--- src/rtl/dss_pkg.sv ---
// ---------------------------------------------------------------------------
// dss_pkg
// Shared types and constants of the detection score smoother: field widths,
// register reset values, request and register index codes, and the result
// and configuration structures passed between the modules.
// ---------------------------------------------------------------------------
package dss_pkg;

   localparam int WINDOW_LEN_DEFAULT = 8;

   localparam int SCORE_W   = 8;
   localparam int SUM_OUT_W = 11;
   localparam int CFG_W     = 8;
   localparam int CSR_IDX_W = 2;

   localparam logic [CFG_W-1:0] CUTOFF_RESET = 8'd128;
   localparam logic [CFG_W-1:0] REARM_RESET  = 8'd50;
   localparam logic [CFG_W-1:0] SETTLE_RESET = 8'd20;

   typedef enum logic {
      REQ_SCORE = 1'b0,
      REQ_REARM = 1'b1
   } req_kind_type;

   typedef enum logic [CSR_IDX_W-1:0] {
      CSR_CUTOFF = 2'd0,
      CSR_REARM  = 2'd1,
      CSR_SETTLE = 2'd2
   } csr_index_type;

   typedef struct packed {
      logic [CFG_W-1:0] cutoff_raw;
      logic [CFG_W-1:0] rearm_windows;
      logic [CFG_W-1:0] settle_windows;
   } cfg_type;

   typedef struct packed {
      logic                 detected;
      logic [SUM_OUT_W-1:0] window_sum;
      logic                 window_full;
      logic                 holding_off;
   } result_type;

endpackage

--- src/rtl/dss_csr.sv ---
// ---------------------------------------------------------------------------
// dss_csr
// Configuration registers: threshold, rearm holdoff and settle holdoff.
// Writes to an index beyond the register list are dropped.
// ---------------------------------------------------------------------------
module dss_csr (
   input  logic                            clock,
   input  logic                            reset,
   input  logic                            csr_valid,
   output logic                            csr_ready,
   input  logic [dss_pkg::CSR_IDX_W-1:0]   csr_index,
   input  logic [dss_pkg::CFG_W-1:0]       csr_data,
   output dss_pkg::cfg_type                cfg
);

   dss_pkg::cfg_type cfg_ff;
   dss_pkg::cfg_type cfg_in;
   logic             write;

   assign csr_ready = 1'b1;
   assign write     = csr_valid && csr_ready;

   always_comb begin
      cfg_in = cfg_ff;
      if (write) begin
         case (csr_index)
            dss_pkg::CSR_CUTOFF: cfg_in.cutoff_raw     = csr_data;
            dss_pkg::CSR_REARM:  cfg_in.rearm_windows  = csr_data;
            dss_pkg::CSR_SETTLE: cfg_in.settle_windows = csr_data;
            default:             cfg_in                = cfg_ff;
         endcase
      end
   end

   always_ff @(posedge clock) begin
      if (reset) begin
         cfg_ff.cutoff_raw     <= dss_pkg::CUTOFF_RESET;
         cfg_ff.rearm_windows  <= dss_pkg::REARM_RESET;
         cfg_ff.settle_windows <= dss_pkg::SETTLE_RESET;
      end else begin
         cfg_ff <= cfg_in;
      end
   end

   assign cfg = cfg_ff;

endmodule

--- src/rtl/dss_core.sv ---
// ---------------------------------------------------------------------------
// dss_core
// Score ring, running sum, fill count and holdoff counter. The ring is a
// memory with a registered read port that always holds the entry at the
// current write slot, so each score costs one subtract, one add and one
// compare.
// ---------------------------------------------------------------------------
module dss_core #(
   parameter int WINDOW_LEN = dss_pkg::WINDOW_LEN_DEFAULT
) (
   input  logic                          clock,
   input  logic                          reset,
   input  logic                          accept,
   input  logic                          req_type,
   input  logic [dss_pkg::SCORE_W-1:0]   req_score,
   input  dss_pkg::cfg_type              cfg,
   output dss_pkg::result_type           result
);

   localparam int SUM_W  = $clog2(WINDOW_LEN * 255 + 1);
   localparam int FILL_W = $clog2(WINDOW_LEN + 1);
   localparam int SLOT_W = (WINDOW_LEN > 1) ? $clog2(WINDOW_LEN) : 1;

   logic [dss_pkg::SCORE_W-1:0] ring_ff [WINDOW_LEN];
   logic [dss_pkg::SCORE_W-1:0] oldest_ff;
   logic [SLOT_W-1:0]           slot_ff, slot_in;
   logic [FILL_W-1:0]           fill_ff, fill_in;
   logic [SUM_W-1:0]            sum_ff, sum_in;
   logic [dss_pkg::CFG_W-1:0]   hold_ff, hold_in;

   logic                        is_rearm;
   logic                        ring_write;
   logic                        was_full;
   logic                        now_full;
   logic [dss_pkg::SCORE_W-1:0] old_score;
   logic [SUM_W-1:0]            threshold;
   logic [SUM_W+dss_pkg::SUM_OUT_W-1:0] sum_wide;

   assign is_rearm   = (req_type == dss_pkg::REQ_REARM);
   assign ring_write = accept && !is_rearm;
   assign was_full   = (fill_ff == FILL_W'(WINDOW_LEN));
   // Entries beyond the fill count are stale after a rearm, so they count as zero.
   assign old_score  = was_full ? oldest_ff : '0;
   assign threshold  = SUM_W'(cfg.cutoff_raw) * SUM_W'(WINDOW_LEN);

   always_comb begin
      slot_in = slot_ff;
      fill_in = fill_ff;
      sum_in  = sum_ff;
      hold_in = hold_ff;
      result  = '0;
      if (accept) begin
         if (is_rearm) begin
            slot_in = '0;
            fill_in = '0;
            sum_in  = '0;
            hold_in = cfg.settle_windows;
         end else begin
            sum_in  = sum_ff - SUM_W'(old_score) + SUM_W'(req_score);
            slot_in = (slot_ff == SLOT_W'(WINDOW_LEN - 1)) ? '0 : slot_ff + 1'b1;
            fill_in = was_full ? fill_ff : fill_ff + 1'b1;
         end
      end
      now_full = (fill_in == FILL_W'(WINDOW_LEN));
      if (ring_write) begin
         if (hold_ff != '0) begin
            hold_in            = hold_ff - 1'b1;
            result.holding_off = 1'b1;
         end else if (now_full && (sum_in > threshold)) begin
            result.detected = 1'b1;
            hold_in         = cfg.rearm_windows;
         end
         result.window_full = now_full;
      end
      sum_wide          = {{dss_pkg::SUM_OUT_W{1'b0}}, sum_in};
      result.window_sum = is_rearm ? '0 : sum_wide[dss_pkg::SUM_OUT_W-1:0];
   end

   always_ff @(posedge clock) begin
      if (reset) begin
         slot_ff <= '0;
         fill_ff <= '0;
         sum_ff  <= '0;
         hold_ff <= dss_pkg::SETTLE_RESET;
      end else begin
         slot_ff <= slot_in;
         fill_ff <= fill_in;
         sum_ff  <= sum_in;
         hold_ff <= hold_in;
      end
   end

   // The read port follows the next write slot; with a one-entry ring that
   // slot is the one being written, so the new score is passed straight on.
   always_ff @(posedge clock) begin
      if (ring_write) begin
         ring_ff[slot_ff] <= req_score;
      end
      if (ring_write && (slot_in == slot_ff)) begin
         oldest_ff <= req_score;
      end else begin
         oldest_ff <= ring_ff[slot_in];
      end
   end

   assert property (@(posedge clock) disable iff (reset)
      accept && is_rearm |=> (fill_ff == '0) && (sum_ff == '0) && (slot_ff == '0))
      else $error("rearm did not clear the window");

   assert property (@(posedge clock) disable iff (reset)
      accept && result.detected |=> hold_ff == $past(cfg.rearm_windows))
      else $error("detection did not load the rearm holdoff");

   assert property (@(posedge clock) disable iff (reset)
      ring_write && (hold_ff != '0) |=> hold_ff == $past(hold_ff) - 1'b1)
      else $error("holdoff did not count down");

   assert property (@(posedge clock) disable iff (reset)
      (fill_ff != FILL_W'(WINDOW_LEN)) |-> (slot_ff == SLOT_W'(fill_ff)))
      else $error("write slot out of step with fill count");

endmodule

--- src/rtl/dss_out.sv ---
// ---------------------------------------------------------------------------
// dss_out
// Result register with a skid stage behind it. The input side is stalled
// only while the skid stage holds a word, so it never waits on the result
// side combinationally.
// ---------------------------------------------------------------------------
module dss_out (
   input  logic                 clock,
   input  logic                 reset,
   input  logic                 in_accept,
   input  dss_pkg::result_type  in_result,
   output logic                 in_stall,
   output logic                 out_valid,
   input  logic                 out_stall,
   output dss_pkg::result_type  out_result
);

   logic                main_valid_ff, main_valid_in;
   dss_pkg::result_type main_ff, main_in;
   logic                skid_valid_ff, skid_valid_in;
   dss_pkg::result_type skid_ff, skid_in;
   logic                drain;

   assign drain = !main_valid_ff || !out_stall;

   always_comb begin
      main_valid_in = main_valid_ff;
      main_in       = main_ff;
      skid_valid_in = skid_valid_ff;
      skid_in       = skid_ff;
      if (drain) begin
         if (skid_valid_ff) begin
            main_valid_in = 1'b1;
            main_in       = skid_ff;
            skid_valid_in = 1'b0;
         end else begin
            main_valid_in = in_accept;
            main_in       = in_result;
         end
      end else if (in_accept) begin
         skid_valid_in = 1'b1;
         skid_in       = in_result;
      end
   end

   always_ff @(posedge clock) begin
      if (reset) begin
         main_valid_ff <= 1'b0;
         skid_valid_ff <= 1'b0;
      end else begin
         main_valid_ff <= main_valid_in;
         skid_valid_ff <= skid_valid_in;
      end
   end

   always_ff @(posedge clock) begin
      main_ff <= main_in;
      skid_ff <= skid_in;
   end

   assign in_stall   = skid_valid_ff;
   assign out_valid  = main_valid_ff;
   assign out_result = main_ff;

endmodule

--- src/rtl/detection_score_smoother_top.sv ---
// ---------------------------------------------------------------------------
// detection_score_smoother_top
// Moving-average threshold detector with holdoff over a ring of scores.
// ---------------------------------------------------------------------------
// The block takes one score or rearm word per clock while req_stall is low
// and returns one result word for each, in order, via the result register
// and its skid stage. That rate is set by the combinational update of the
// running sum against the ring memory, whose read port is prefetched at the
// next write slot. A detection fires when the sum of the last WINDOW_LEN
// scores exceeds cutoff_raw times WINDOW_LEN, and only once the ring is
// full and no holdoff is counting down. Configuration writes are taken in
// every cycle and apply to later words; write them only while idle.
module detection_score_smoother_top #(
   parameter int WINDOW_LEN = dss_pkg::WINDOW_LEN_DEFAULT
) (
   input  logic                              clock,
   input  logic                              reset,
   input  logic                              req_valid,
   output logic                              req_stall,
   input  logic                              req_type,
   input  logic [dss_pkg::SCORE_W-1:0]       req_score,
   output logic                              rsp_valid,
   input  logic                              rsp_stall,
   output logic                              rsp_detected,
   output logic [dss_pkg::SUM_OUT_W-1:0]     rsp_window_sum,
   output logic                              rsp_window_full,
   output logic                              rsp_holding_off,
   input  logic                              csr_valid,
   output logic                              csr_ready,
   input  logic [dss_pkg::CSR_IDX_W-1:0]     csr_index,
   input  logic [dss_pkg::CFG_W-1:0]         csr_data
);

   dss_pkg::cfg_type    cfg;
   dss_pkg::result_type core_result;
   dss_pkg::result_type out_result;
   logic                accept;

   assign accept = req_valid && !req_stall;

   dss_csr u_csr (
      .clock     (clock),
      .reset     (reset),
      .csr_valid (csr_valid),
      .csr_ready (csr_ready),
      .csr_index (csr_index),
      .csr_data  (csr_data),
      .cfg       (cfg)
   );

   dss_core #(
      .WINDOW_LEN (WINDOW_LEN)
   ) u_core (
      .clock     (clock),
      .reset     (reset),
      .accept    (accept),
      .req_type  (req_type),
      .req_score (req_score),
      .cfg       (cfg),
      .result    (core_result)
   );

   dss_out u_out (
      .clock      (clock),
      .reset      (reset),
      .in_accept  (accept),
      .in_result  (core_result),
      .in_stall   (req_stall),
      .out_valid  (rsp_valid),
      .out_stall  (rsp_stall),
      .out_result (out_result)
   );

   assign rsp_detected    = out_result.detected;
   assign rsp_window_sum  = out_result.window_sum;
   assign rsp_window_full = out_result.window_full;
   assign rsp_holding_off = out_result.holding_off;

endmodule
--- config.mk ---
export PLATFORM = sky130hd
export DESIGN_NAME = detection_score_smoother_top
export DESIGN_NICKNAME = d
export VERILOG_FILES = /design/src/rtl/dss_pkg.sv /design/src/rtl/dss_csr.sv /design/src/rtl/dss_core.sv /design/src/rtl/dss_out.sv /design/src/rtl/detection_score_smoother_top.sv
export SDC_FILE = /design/constraint.sdc
export NUM_CORES = 1
export LEC_CHECK = 0
export BUFFER_PORTS_ARGS = -buffer_cell sky130_fd_sc_hd__buf_4
export CAP_MARGIN = 20
export CORE_UTILIZATION = 28
export DETAILED_ROUTE_END_ITERATION = 7
export PLACE_DENSITY_LB_ADDON = 0.25
export SKIP_LAST_GASP = 1
export SLEW_MARGIN = 20
export SYNTH_ARGS = -nofsm -noshare
export SYNTH_HDL_FRONTEND = slang
export SYNTH_SLANG_ARGS = --single-unit
--- constraint.sdc ---
create_clock -name clock -period 6.7 [get_ports clock]
set_clock_uncertainty 0.1 [all_clocks]
set_input_delay 0.335 -clock clock [delete_from_list [all_inputs] [get_ports clock]]
set_output_delay 0.335 -clock clock [all_outputs]
set_load 0.01 [all_outputs]
==> out/qor.yml, run 1 <==
yosys:
  syn-num-nets: 752
  synth_area_leader_cell: "edfxtp_1"
  synth.area.top_cells: "edfxtp_1 38%, dfxtp_1 16%, ha_1 4.3%, nor2_1 3.9%, nand2_1 3.5%"
  synth_seq_cells: 152
  synthXorXnorAreaFrac_pct: 0.9602
  ys_seq_area_share_pct: 54.32
  synth_compound_area_share_pct: 14.61
  synthCells: 695
  ys_warn_count: 0
  ys_types: 66
  muxShareOfSynthArea_pct: 2.246
  syn_area_sq_um: 7297
  async_reset_ff_share_pct: 0
  synth_edf_count: 92
  synth_ff_type: "edfxtp_1"
  synth_adder_area_share_pct: 6.481
  avgSynthCellArea_sq_um: 10.50
  yosysTopAreaCellShare_pct: 37.86
  synth_top_family_by_area: "simple AND/OR/NAND/NOR gates"
  synth-simple-area-share_pct: 15.93
sta:
  worst_pin_slew_ns: 0.9936
  slew_headroom_pct: 33.40
  hold_viol: 0
  post-route-period-util_pct: 86.24
  fin_crit_ns: 5.778
  setup_violations: 0
  finalMaxSlewViolations: 0
  timing.final.ws_setup_ns: 0.9218
  fin_setup_tns_ns: 0
  rsz0062_at_grt: "no"
  clock.fmax_mhz: 173.1
floorplanning:
  dieHeight_microns: 163.4
  num_rows: 58
  core-area_sq_um: 25400
  fp.dieW_microns: 163.4
  initial_utilization_pct: 28.73
  ios: 41
  dieArea_sq_um: 26710
route:
  vias: 5074
  top_layer: "met4"
  first_pass_iters: 5
  wl_microns: 17290
  ant_nets: 0
  wire_per_inst_microns: 16.18
  route.met3.wl_microns: 531
  met1Wirelength_microns: 8382
  vias_per_cell: 4.746
  routed-wl-met2_microns: 8184
  drt_iter0_markers: 373
  drc: 0
cts:
  h-tree-depth: 4
  insertion_delay_ns: 0.43
  clk_path_buf_depth: 2
  cts_tree: "done"
  post_cts_resize_count: 0
  cts_buffers: 17
  cts_root_buf: "clkbuf_16"
  postCtsSetupRepairBufs: 0
  clock_sinks: 152
  cts_hold_buf: 0
  clk_pin_slew_ns: 0.07
critical_path:
  crit_chain: "inv_1 > ha_1 > nand2_1 > nor2_1 > and2_1 > fa_1 > inv_1 > ha_1 > a211oi_1 > o21ai_0 > and3b_1 > or3_1 > a32oi_1 > inv_1 > ha_1 > nand3_1 > o31a_1 > or4_4 > o21a_1 > a2111oi_2"
  critPathSlowestCell: "or4_4"
  worst-endpoint-required_ns: 6.93
  path_class: "reg2reg"
  arrival_ns: 6.01
  crit_fanout: 10
  cp-end-kind: "register"
  start_kind: "register"
  cpPeakStageDelay_ns: 0.59
layout:
  drive_gt1_share_pct: 12.86
  syn_to_final_growth_pct: 16.48
  multi_input_area_sq_um: 2983
  fill_cells: 2570
  nets: 783
  regArea_sq_um: 3964
  utilization_pct: 33.46
  antennaDiodeCount: 0
flow_run:
  maxCapViolations: 0
place:
  hpwlAfterDp_microns: 11320
  pre_cts_slack_ns: 0.9574
  portBuffers: 39
  gp_congestion: 0.7934
grt:
  grt_first_pass_wirelength_microns: 27330
  antenna_found_initial: 0
  grt_pass1_vias: 4913
  grt-ovfl-total: 0
  grt_max_degree: 58
  grt.total_usage_pct: 13.62
power:
  power.density_nw_per_um2: 273.2
  p_int_mw: 1.687
  p_clk_share_pct: 40.1
  seqPwrFrac_pct: 45.4
  power.share.combinational_pct: 14.5
  leakage_nw: 3.272
  switching_share_pct: 27.34
  p_total_mw: 2.322
  irDropWorstVdd_mv: 0.1766
  power.switching_uw: 634.8
run_status:
  status: "finished, final reports clean"
worst_hold_path:
  hold_class: "in2reg"
## synth_stat cells, drive strengths merged, types with 13 or more instances
cell type,number
edfxtp,92
nor2,75
nand2,68
dfxtp,60
inv,58
a21oi,34
and2,25
ha,25
clkbuf,24
a211oi,23
nor3,17
a21o,15
mux2i,13
o31ai,13
## sequential cells by signal, summed over array words and instances (netlist names)
signal,flops
u_out.out_valid,1
u_core.slot_ff,3
u_core.sum_ff,11
u_core.ring_ff,64
u_out.skid_ff,14
u_out.in_stall,1
u_out.out_result,14
u_core.oldest_ff,8
u_core.hold_ff,8
u_csr.cfg,24
u_core.fill_ff,4
## stage by stage
stage	std cells	area, sq um	hold slack [ns]
finish	1069	8499	0.04745
CTS	1069	8499	0.03767
global route	1069	8499	0.04667
detailed placement	1037	7934	0.3488
global placement	1037	7933	0.3465
floorplan	695	7297	0.3270
## power groups by stage
| stage | sequential, mW | clock, mW | combinational [mW] |
|---|---|---|---|
| final | 1.05 | 0.931 | 0.337 |
| after global routing | 1.06 | 0.990 | 0.380 |
| after CTS | 1.05 | 0.949 | 0.340 |
| after detailed placement | 1.07 | 0 | 0.337 |
| after global placement | 1.07 | 0 | 0.339 |
| after floorplan | 1.07 | 0 | 0.228 |
## layer usage
| metal | up-vias | global-route usage, % |
|---|---|---|
| met5 | - | 0 |
| met4 | 0 | 4.078 |
| met3 | 15 | 2.946 |
| met2 | 69 | 21.73 |
| met1 | 2437 | 18.37 |
| li1 | 2553 | - |
## final timing paths
path,slack [ns],cells after the start,to,from
max reg2reg,0.92,20,u_core.hold_ff[3],u_core.fill_ff[0]
min,0.05,1,u_core.ring_ff[5][6],req_score[6]
max,0.92,20,u_core.hold_ff[3],u_core.fill_ff[0]
min reg2reg,0.36,1,u_csr.cfg[9],u_csr.cfg[9]
## worst max-delay path: cells and delay by family (launching register included)
family                   cells  cell delay (ns)
adder cells (fa/ha/maj)      4             1.14
AND/OR/NAND/NOR              7             2.02
buffers and inverters        3             0.33
AO/OA/AOI/OAI                6             1.76
flip-flops                   1             0.35
## logic make-up after synthesis
kind of cell | Yosys count
multiplexers | 16
buffers and inverters | 94
AND/OR/NAND/NOR | 239
flip-flops | 152
XOR/XNOR | 8
AO/OA/AOI/OAI | 152
adder cells (fa/ha/maj) | 33
other | 1
## layout by cell type, fill, tap and decap left out, drive strengths merged, types with 4 or more instances in the layout
master	synthesis	routed
mux2i	13	13
nand2b	4	4
nor2b	4	4
ha	25	25
a22oi	5	5
nor4	4	4
a211oi	23	23
and2	25	25
or3	5	5
xor2	4	4
nand3	10	10
o31ai	13	13
clkbuf	24	17
a31oi	11	11
xnor2	4	4
nand3b	4	4
nor3b	9	9
a21o	15	15
nor2	75	75
clkinv	1	7
o21ai	11	11
nand2	68	68
fa	8	8
nor3	17	17
edfxtp	92	92
a311oi	8	8
inv	58	65
buf	11	47
a21oi	34	34
a211o	8	8
dfxtp	60	60
## layout make-up
class / instances / share of cell area [%]
sequential: 152 / 46.64
multi-input combinational: 449 / 35.09
clock buffer: 17 / 5.005
tap: 330 / 4.858
timing repair buffer: 47 / 4.151
inverter: 59 / 2.606
clock inverter: 15 / 1.649
Note: power is estimated with default switching activity, not from simulation.
==> inputs of run 2 (changes only) <==
- GPL_TIMING_DRIVEN: unset -> 0
- SKIP_LAST_GASP: 1 -> unset
==> run 2 against run 1 <==
  * Clock-buffer cell count is the same
  * Via count grew 3.2%
  * Non-clock buffer count up 30
  * Critical path type unchanged
  * Die area stayed put
  * Fmax shrank 1.5%
  * Combinational power grew 4%
  * Design area increased by 1.9%
  * Utilization increased by 0.62 points
  * Register-to-register slack lost 0.09 ns
  * Critical path depth grew 1
==> out/qor.yml, run 2 (synthesized netlist as in run 1, its figures left out) <==
layout:
  nets: 813  # was 783
  layout_commonest_cell: "edfxtp_1"  # unchanged
  largest_register_ffs: 64  # unchanged
  drive_gt1_share_pct: 12.74  # was 12.86%
  syn_to_final_growth_pct: 18.64  # was 16.48%
  stdcell_count: 1099  # was 1069
  largest-register: "u_core.ring_ff"  # unchanged
  final_cell_mix: "92 x edfxtp_1, 74 x nor2_1, 68 x nand2_1, 60 x dfxtp_1, 58 x inv_1"  # was 92 x edfxtp_1, 75 x nor2_1, 68 x nand2_1, 60 x dfxtp_1, 58 x inv_1
  antennaDiodeCount: 0  # unchanged
sta:
  clock.fmax_mhz: 170.5  # was 173.1 MHz
  fin_crit_ns: 5.864  # was 5.778 ns
  timing.final.ws_setup_ns: 0.8359  # was 0.9218 ns
  hold_viol: 0  # unchanged
  finalMaxSlewViolations: 0  # unchanged
  worst_pin_slew_ns: 0.8514  # was 0.9936 ns
  post-route-period-util_pct: 87.52  # was 86.24%
  fin_setup_tns_ns: 0  # unchanged
  slew_headroom_pct: 42.93  # was 33.40%
  setup_violations: 0  # unchanged
  rsz0062_at_grt: "no"  # unchanged
  whs_ns: 0.04412  # was 0.04745 ns
route:
  wl_microns: 18310  # was 17290 microns
  drc: 0  # unchanged
  drt_iter0_markers: 306  # was 373
  vias_per_cell: 4.766  # was 4.746
  first_pass_iters: 4  # was 5
  wire_per_inst_microns: 16.66  # was 16.18 microns
  ant_nets: 0  # unchanged
  vias: 5238  # was 5074
run_status:
  status: "finished, final reports clean"  # unchanged
floorplanning:
  core-area_sq_um: 25400  # unchanged
  fp.dieW_microns: 163.4  # unchanged
  ios: 41  # unchanged
  initial_utilization_pct: 28.73  # unchanged
  dieArea_sq_um: 26710  # unchanged
  dieHeight_microns: 163.4  # unchanged
  num_rows: 58  # unchanged
cts:
  cts_buffers: 17  # unchanged
  cts_tree: "done"  # unchanged
  insertion_delay_ns: 0.43  # about the same
  cts_root_buf: "clkbuf_16"  # unchanged
  postCtsSetupRepairBufs: 0  # unchanged
  cts_hold_buf: 0  # unchanged
  clock_sinks: 152  # unchanged
  clk_pin_slew_ns: 0.07  # about the same
  post_cts_resize_count: 0  # unchanged
  h-tree-depth: 4  # unchanged
  clk_path_buf_depth: 2  # unchanged
worst_hold_path:
  hold_depth: 3  # was 1
  hold_path.startpoint: "csr_data[1]"  # was req_score[6]
  min_to: "u_csr.cfg[17]"  # was u_core.ring_ff[5][6]
  hold_class: "in2reg"  # unchanged
place:
  gp_congestion: 0.7747  # was 0.7934
  pre_cts_slack_ns: 0.8472  # was 0.9574 ns
  portBuffers: 39  # unchanged
  hpwlAfterDp_microns: 13280  # was 11320 microns
  dp_cells: 1067  # was 1037
power:
  leakage_nw: 3.333  # was 3.272 nW
  p_total_mw: 2.358  # was 2.322 mW
  irDropWorstVdd_mv: 0.1762  # was 0.1766 mV
  power.density_nw_per_um2: 272.4  # was 273.2 nW/um^2
critical_path:
  path_class: "reg2reg"  # unchanged
  cp-end-kind: "register"  # unchanged
  start_kind: "register"  # unchanged
  crit_fanout: 10  # unchanged
  timing.rr.start: "u_core.fill_ff[0]"  # unchanged
  ff2ff_path_depth: 21  # was 20
  rr_endpoint: "u_core.hold_ff[3]"  # unchanged
  worst-endpoint-required_ns: 6.93  # about the same
  rrSetupSlack_ns: 0.84  # was 0.92 ns
  arrival_ns: 6.09  # was 6.01 ns
grt:
  grt_first_pass_wirelength_microns: 29070  # was 27330 microns
  grt.total_usage_pct: 14.63  # was 13.62%
  grt_max_degree: 19  # was 58
  grt_pass1_vias: 5199  # was 4913
  grt-ovfl-total: 0  # unchanged
  antenna_found_initial: 0  # unchanged
flow_run:
  maxCapViolations: 0  # unchanged
==> run 2: worst max-delay path, cell delays in order (launching register included) <==
cell	delay [ns]
dfxtp_1	0.36
inv_1	0.11
ha_1	0.17
nand2_1	0.09
nor2_1	0.41
and2_1	0.24
fa_1	0.41
inv_1	0.07
ha_1	0.28
a21o_1	0.22
a21oi_1	0.26
mux2i_1	0.12
nor4b_1	0.69
or3_1	0.23
nand3_1	0.10
ha_1	0.31
nand3_1	0.09
o31a_1	0.33
or4_4	0.52
buf_6	0.15
o21a_1	0.17
a2111oi_2	0.31
==> run 2: stage by stage <==
step / instance area, sq um / util [%]
floorplan: 7297 / -
global placement: 8003 / 31.51
detailed placement: 8054 / 31.71
CTS: 8657 / 34.08
global route: 8657 / 34.08
finish: 8657 / 34.08
==> run 2: how the worst max path moves through the flow <==
stage,start,end,slack [ns],cells past startpoint
2_1_floorplan,u_core.fill_ff[0],u_core.hold_ff[3],1.59,21
3_3_place_gp,u_core.fill_ff[0],u_core.hold_ff[3],0.81,21
3_5_place_dp,u_core.fill_ff[0],u_core.hold_ff[3],0.85,21
4_1_cts,u_core.fill_ff[0],u_core.hold_ff[3],0.82,21
5_1_grt,u_core.fill_ff[0],u_core.hold_ff[3],0.34,22
6_report,u_core.fill_ff[0],u_core.hold_ff[3],0.84,21
==> run 2: layout make-up <==
| class | instances | area (sq um) |
|---|---|---|
| fill | 2614 | 16740 |
| clock inverter | 15 | 177.7 |
| sequential | 152 | 3964 |
| buffer | 35 | 172.7 |
| multi-input combinational | 449 | 2968 |
| timing repair buffer | 42 | 315.3 |
| inverter | 59 | 221.5 |
| clock buffer | 17 | 425.4 |
| tap | 330 | 412.9 |
==> run 2: metal layers <==
metal  part of all wire (%)  up-vias  wire [microns]  global-route usage (%)
met2                     48       92            8766                   23.75
met3                    3.2       10             595                   2.717
met4                    1.0        0             188                   4.630
li1                       -     2607               -                       -
met5                      0        -               0                       0
met1                     48     2529            8761                   19.55
==> run 2: where the power goes <==
part / switching [mW] / leakage, nW / total, mW / internal (mW)
Sequential: 0.0203 / 1.36 / 1.05 / 1.03
Clock: 0.452 / 0.290 / 0.956 / 0.504
Combinational: 0.211 / 1.68 / 0.349 / 0.138
Total: 0.684 / 3.33 / 2.36 / 1.67
